--- src/design/rrc_pkg.sv ---
// ----------------------------------------------------------------------------
// rrc_pkg
// Shared types and constants for the rational reduce and compare unit.
// ----------------------------------------------------------------------------
package rrc_pkg;

  localparam int unsigned ValueWidth = 32;
  localparam int unsigned MagWidth   = ValueWidth - 1;
  localparam int unsigned StepWidth  = $clog2(ValueWidth + 1);

  typedef struct packed {
    logic signed [31:0] first_num;
    logic signed [31:0] first_den;
    logic signed [31:0] second_num;
    logic signed [31:0] second_den;
  } in_item_t;

  typedef struct packed {
    logic signed [31:0] first_num_reduced;
    logic        [30:0] first_den_reduced;
    logic signed [31:0] second_num_reduced;
    logic        [30:0] second_den_reduced;
    logic               first_less;
    logic               equal;
    logic               bad_denominator;
  } out_item_t;

  typedef enum logic [3:0] {
    ST_IDLE,
    ST_GCD,
    ST_DIV_NUM,
    ST_DIV_DEN,
    ST_NEXT,
    ST_MUL,
    ST_CMP,
    ST_DONE
  } state_t;

  // controller -> datapath
  typedef struct packed {
    logic load;
    logic gcd_step;
    logic div_init_num;
    logic div_init_den;
    logic div_step;
    logic store_num;
    logic store_den;
    logic sel_second;
    logic mul;
    logic cmp;
  } ctrl_t;

  // datapath -> controller
  typedef struct packed {
    logic gcd_done;
    logic div_done;
  } stat_t;

endpackage

--- src/design/rrc_controller.sv ---
// ----------------------------------------------------------------------------
// rrc_controller
// Sequences gcd, two divisions per fraction, multiply and compare.
// ----------------------------------------------------------------------------
module rrc_controller (
  input  logic           clk,
  input  logic           rst,
  input  logic           start,
  input  rrc_pkg::stat_t stat,
  output rrc_pkg::ctrl_t ctrl,
  output logic           busy,
  output logic           done
);

  rrc_pkg::state_t state, state_next;
  logic second, second_next;

  always_ff @(posedge clk) begin
    if (rst) begin
      state  <= rrc_pkg::ST_IDLE;
      second <= 1'b0;
    end else begin
      state  <= state_next;
      second <= second_next;
    end
  end

  always_comb begin
    state_next      = state;
    second_next     = second;
    ctrl            = '0;
    ctrl.sel_second = second;
    busy            = (state != rrc_pkg::ST_IDLE);
    done            = 1'b0;
    unique case (state)
      rrc_pkg::ST_IDLE: begin
        if (start) begin
          ctrl.load   = 1'b1;
          second_next = 1'b0;
          state_next  = rrc_pkg::ST_GCD;
        end
      end
      rrc_pkg::ST_GCD: begin
        if (stat.gcd_done) begin
          ctrl.div_init_num = 1'b1;
          state_next        = rrc_pkg::ST_DIV_NUM;
        end else begin
          ctrl.gcd_step = 1'b1;
        end
      end
      rrc_pkg::ST_DIV_NUM: begin
        if (stat.div_done) begin
          ctrl.store_num    = 1'b1;
          ctrl.div_init_den = 1'b1;
          state_next        = rrc_pkg::ST_DIV_DEN;
        end else begin
          ctrl.div_step = 1'b1;
        end
      end
      rrc_pkg::ST_DIV_DEN: begin
        if (stat.div_done) begin
          ctrl.store_den = 1'b1;
          state_next     = rrc_pkg::ST_NEXT;
        end else begin
          ctrl.div_step = 1'b1;
        end
      end
      rrc_pkg::ST_NEXT: begin
        if (second) begin
          state_next = rrc_pkg::ST_MUL;
        end else begin
          second_next = 1'b1;
          state_next  = rrc_pkg::ST_GCD;
        end
      end
      rrc_pkg::ST_MUL: begin
        ctrl.mul   = 1'b1;
        state_next = rrc_pkg::ST_CMP;
      end
      rrc_pkg::ST_CMP: begin
        ctrl.cmp   = 1'b1;
        state_next = rrc_pkg::ST_DONE;
      end
      rrc_pkg::ST_DONE: begin
        done       = 1'b1;
        state_next = rrc_pkg::ST_IDLE;
      end
      default: state_next = rrc_pkg::ST_IDLE;
    endcase
  end

  assert property (@(posedge clk) disable iff (rst) done |=> !busy)
    else $error("busy after done");
  assert property (@(posedge clk) disable iff (rst) (start && !busy) |=> busy)
    else $error("start not taken");

endmodule

--- config.mk ---
export PLATFORM = sky130hd
export DESIGN_NAME = rrc_controller
export DESIGN_NICKNAME = d
export VERILOG_FILES = /design/src/design/rrc_pkg.sv /design/src/design/rrc_controller.sv
export SDC_FILE = /design/constraint.sdc
export NUM_CORES = 1
export LEC_CHECK = 0
export ABC_AREA = 1
export BUFFER_PORTS_ARGS = -buffer_cell sky130_fd_sc_hd__clkbuf_2
export CAP_MARGIN = 5
export CORE_AREA = 8 8 45 47
export CTS_CLUSTER_SIZE = 12
export DETAILED_ROUTE_END_ITERATION = 8
export DIE_AREA = 0 0 53 55
export GPL_TIMING_DRIVEN = 1
export MAX_ROUTING_LAYER = met4
export SLEW_MARGIN = 10
export SYNTH_ARGS = -nofsm -noshare
export SYNTH_HDL_FRONTEND = slang
export SYNTH_SLANG_ARGS = --single-unit
--- constraint.sdc ---
create_clock -name clk -period 1.3 [get_ports clk]
set_input_delay 0.13 -clock clk [delete_from_list [all_inputs] [get_ports clk]]
set_output_delay 0.13 -clock clk [all_outputs]
set_load 0.02 [all_outputs]
== Word level (Yosys, flattened, before mapping) ==
Index checks and enable logic that the tools add are counted.

* Register bits: 5
* Input bits: 5
* Logic and storage cells: 40

* Equal/unequal tests: 11
* Multiplexer cells: 21
* Reduce and logical (&&, ||, !) cells: 6

{| class="wikitable"
|+ Operators by type and width
! operator !! count
|-
| case mux 4 bit (7 select lines) || 1
|-
| equality test 4 x 3 -> 1 bit, second input constant || 4
|-
| two-way mux 4 bit || 4
|-
| two-way mux 1 bit || 13
|-
| equality test 4 x 2 -> 1 bit, second input constant || 2
|-
| inequality test 2 bit, second input constant || 4
|-
| equality test 4 x 1 -> 1 bit, second input constant || 1
|-
| logical NOT 4 bit || 1
|-
| AND reduction 4 bit || 1
|-
| nonzero test 4 bit || 1
|-
| two-way mux 3 bit || 1
|-
| two-way mux 2 bit || 1
|-
| case mux 1 bit (2 select lines) || 1
|-
| AND reduction 2 bit || 1
|-
| nonzero test 2 bit || 1
|-
| OR reduction 2 bit || 1
|}

== Longest topological paths before layout ==
* Depth after elaboration: 3
* Gate-level depth with buffers: 8
* Gate-level depth less buffers: 7

== Worst setup path after synthesis ==
OpenSTA, ideal clock, no wires.

* Kind: flip-flop to output port
* Start: register state[1]
* End: output ctrl[6] (netlist bit)
* Data arrival time: 1552 ps
* Path slack: -382 ps
* Stages on the path, launching flop included: 5
* Path buffers: 2
* Cell sequence: dfxtp_1 -> buf_2 -> inv_1 -> nor4_1 -> buf_4

{| class="wikitable"
|+ RTL lines
! what !! line !! RTL
|-
| start, declared || rrc_controller.sv:15 || <nowiki>rrc_pkg::state_t state, state_next;</nowiki>
|-
| start signal, assigned || rrc_controller.sv:20 || <nowiki>state <= rrc_pkg::ST_IDLE;</nowiki>
|-
| start signal, assigned || rrc_controller.sv:23 || <nowiki>state <= state_next;</nowiki>
|-
| end, declared || rrc_controller.sv:10 || <nowiki>output rrc_pkg::ctrl_t ctrl,</nowiki>
|}

==> tab_implementation.tex <==
\begin{tabular}{lr}
\hline
Metric & Value \\
\hline
\multicolumn{2}{l}{\textbf{Timing}} \\
\quad Worst hold-check slack & 115 ps \\
\quad Slew Limit Headroom & 85.4\% \\
\quad Final number of hold-violating endpoints & 0 \\
\quad Maximum frequency from static timing analysis & 799 MHz \\
\quad Post-route minimum period & 1250 ps \\
\quad Post-route fraction of the period consumed by the critical path & 96.2\% \\
\quad Number of max-slew violations in the final report & 0 \\
\quad Setup repair after global routing missed its margin & true \\
\quad Pin slew with the least headroom to its limit & 216 ps \\
\quad Setup skew after layout & 0.272 ps \\
\quad Number of setup violations in the final report & 0 \\
\multicolumn{2}{l}{\textbf{Drt}} \\
\quad DRC violation total after the first TritonRoute iteration & 8 \\
\quad WL/cell & 9.70 microns \\
\quad First-pass DRT Iterations & 4 \\
\quad Ratio of routed vias to standard cells & 4.36 \\
\quad Drc violations & 0 \\
\quad Routed wire length & 883 microns \\
\quad Number of routed nets with antenna violations & 0 \\
\quad DR vias & 397 \\
\multicolumn{2}{l}{\textbf{GRT}} \\
\quad Met1 routing resource usage after global routing & 8.36\% \\
\quad Grt total ovfl & 0 \\
\quad Global router's overall resource usage & 7.49\% \\
\quad Met3 Use GR & 2.67\% \\
\quad Vias in the first global route & 390 \\
\quad Global routing usage on met2 & 10.9\% \\
\quad Global-route wire length before repair & 1590 microns \\
\quad Highest-utilization routing layer at the global route stage & met2 \\
\quad Number of antenna violations at the first check in global routing & 0 \\
\quad Largest net degree at the start of global routing & 9 \\
\multicolumn{2}{l}{\textbf{Finish}} \\
\quad Number of antenna repair diodes & 0 \\
\quad Total number of nets in the final design & 82 \\
\quad Most frequent cells in the layout & 13 x nand2\_1, 10 x inv\_1, 10 x clkbuf\_2 \\
\quad Number of standard cells in the final layout excluding fillers & 91 \\
\quad Final instance area & 494 sq um \\
\quad FILL cells & 159 \\
\quad Most common cell after layout, fill and taps aside & nand2\_1 \\
\quad Signed area change from the synthesized netlist to the final layout & 49.6\% \\
\quad Layout cell share with drive strength beyond 1 & 46.7\% \\
\multicolumn{2}{l}{\textbf{Clock network}} \\
\quad CTS buffer count & 3 \\
\quad Clock insertion delay at the later pin of the skew report & 230 ps \\
\quad Clock net sink count & 4 \\
\quad Maximum buffer depth of the clock tree & 2 \\
\quad CTS tree & done \\
\quad H-Tree Level Count & 1 \\
\quad Clock slew at reported path FFs & 40 ps \\
\quad Clock Tree Root & clkbuf\_4 \\
\quad Count of hold buffers inserted by post-cts repair & 0 \\
\multicolumn{2}{l}{\textbf{Setup path}} \\
\quad Startpoint types & register \\
\quad Worst-path fanout max & 6 \\
\quad Classification of the worst setup path & register to output port \\
\quad Required time at the worst-slack endpoint & 1170 ps \\
\quad Critical path endpoint category & output port \\
\quad CP arrival & 1120 ps \\
\multicolumn{2}{l}{\textbf{Floorplanning}} \\
\quad Chip height & 55 microns \\
\quad \# IOs & 17 \\
\quad Die X & 53 microns \\
\quad Placement row count & 14 \\
\quad Effective utilization at floorplan & 23.9\% \\
\quad Core footprint & 0.00138 sq mm \\
\quad Overall die area & 0.00292 sq mm \\
\multicolumn{2}{l}{\textbf{Placed design}} \\
\quad Final weighted congestion of routability-driven global placement & 0.783 \\
\quad Final HPWL DP & 709 microns \\
\quad Instance area after placement & 425 sq um \\
\quad Port-buffer cells & 16 \\
\quad Placed instance count & 86 \\
\multicolumn{2}{l}{\textbf{Synth}} \\
\quad Number of instances in the synthesized netlist & 57 \\
\quad Count of yosys warnings during synthesis & 0 \\
\quad Part of the Yosys area used for sequential elements & 24.2\% \\
\quad Number of synthesized register bits & 4 \\
\quad Area of the mapped netlist & 330 sq um \\
\quad Syn\_nets & 62 \\
\quad Post-synthesis cell type count & 15 \\
\quad Avg Inst Size Synth & 5.80 sq um \\
\multicolumn{2}{l}{\textbf{Pwr}} \\
\quad Pwr/cell area & 2500 mW/mm\^{}2 \\
\quad Leak & 0.288 nW \\
\quad Maximum vdd drop & 0.800 mV \\
\multicolumn{2}{l}{\textbf{Min path}} \\
\quad Worst min path class & input pin to register \\
\multicolumn{2}{l}{\textbf{Run}} \\
\quad Number of violations of the max-capacitance limit & 0 \\
\multicolumn{2}{l}{\textbf{Outcome}} \\
\quad Run status & finished, final reports clean \\
\hline
\end{tabular}
cells in the mapped netlist:
cell,instances,area (sq um)
nand2_1,13,48.8
inv_2,2,7.51
nand4_1,4,25.0
nand3_2,2,20.0
buf_2,1,5.00
inv_1,11,41.3
nor2_1,7,26.3
nor3_1,2,10.0
nand3_1,2,10.0
nor2_2,3,18.8
nor4_1,2,12.5
dfxtp_1,4,80.1
o21ai_1,1,5.00
buf_4,2,15.0
a21oi_1,1,5.00
final timing paths:
| check | startpoint | end | slack, ps | cells past startpoint |
|---|---|---|---|---|
| worst max-delay path | state[0]$_SDFFE_PP0P_ | ctrl[7] | 50 | 3 |
| worst min-delay path | rst | second$_SDFFE_PP0P_ | 110 | 2 |
| worst max register to register | state[0]$_SDFFE_PP0P_ | state[1]$_SDFFE_PP0P_ | 230 | 8 |
| worst min register to register | second$_SDFFE_PP0P_ | second$_SDFFE_PP0P_ | 500 | 2 |
through the flow:
step	TNS [ps]	power, mW	worst slack (ps)	util, %
2_1_floorplan	-56.0	0.832	-56.0	-
6_report	0	1.23	48.8	35.7
5_1_grt	-38.5	1.36	-19.3	35.7
3_3_place_gp	0	0.982	117	30.7
3_5_place_dp	0	0.983	124	30.7
4_1_cts	0	1.21	5.63	34.1
area by class of cell:
cell class	count	area [sq um]	area share [%]
multi-input cells	37	209	42.3
repair buffers	17	95.1	19.2
flip-flops and latches	4	91.3	18.5
inverters	13	48.8	9.87
clock buffers	3	22.5	4.56
well taps	16	20.0	4.05
repair inverters	1	7.51	1.52
metal layers:
metal	up-vias	routed length [microns]	part of all wire (%)
li1	215	-	-
met5	-	0	0
met1	175	384	43
met4	0	0	0
met3	0	51	5.8
met2	7	448	51
worst max-delay path, stage by stage, from the launching register on:
cell and delay [ps]:
dfxtp_4 390, inv_2 70, nor4_1 220, buf_2 210
where the power goes:
part / internal [mW] / total, mW / switching, mW
sequential: 0.207 / 0.331 / 0.125
combinational: 0.272 / 0.753 / 0.481
clock: 0.103 / 0.150 / 0.0469
total: 0.582 / 1.23 / 0.652
what timing repair did:
item,in CTS,in global routing
endpoints found under the setup margin,9,9
gates cloned,1,0
buffers inserted,0,1
gates resized for setup,8,12
logic make-up after synthesis:
logic type | Yosys count | synth area share, %
flip-flops | 4 | 24.2
buffers and inverters | 16 | 20.8
AND/OR/NAND/NOR | 35 | 51.9
AO/OA/AOI/OAI | 2 | 3.03
registers in the layout, indices dropped and copies added, names as in the netlist:
| register | flops |
|---|---|
| state | 3 |
| second | 1 |
(Power assumes the default switching activity.)
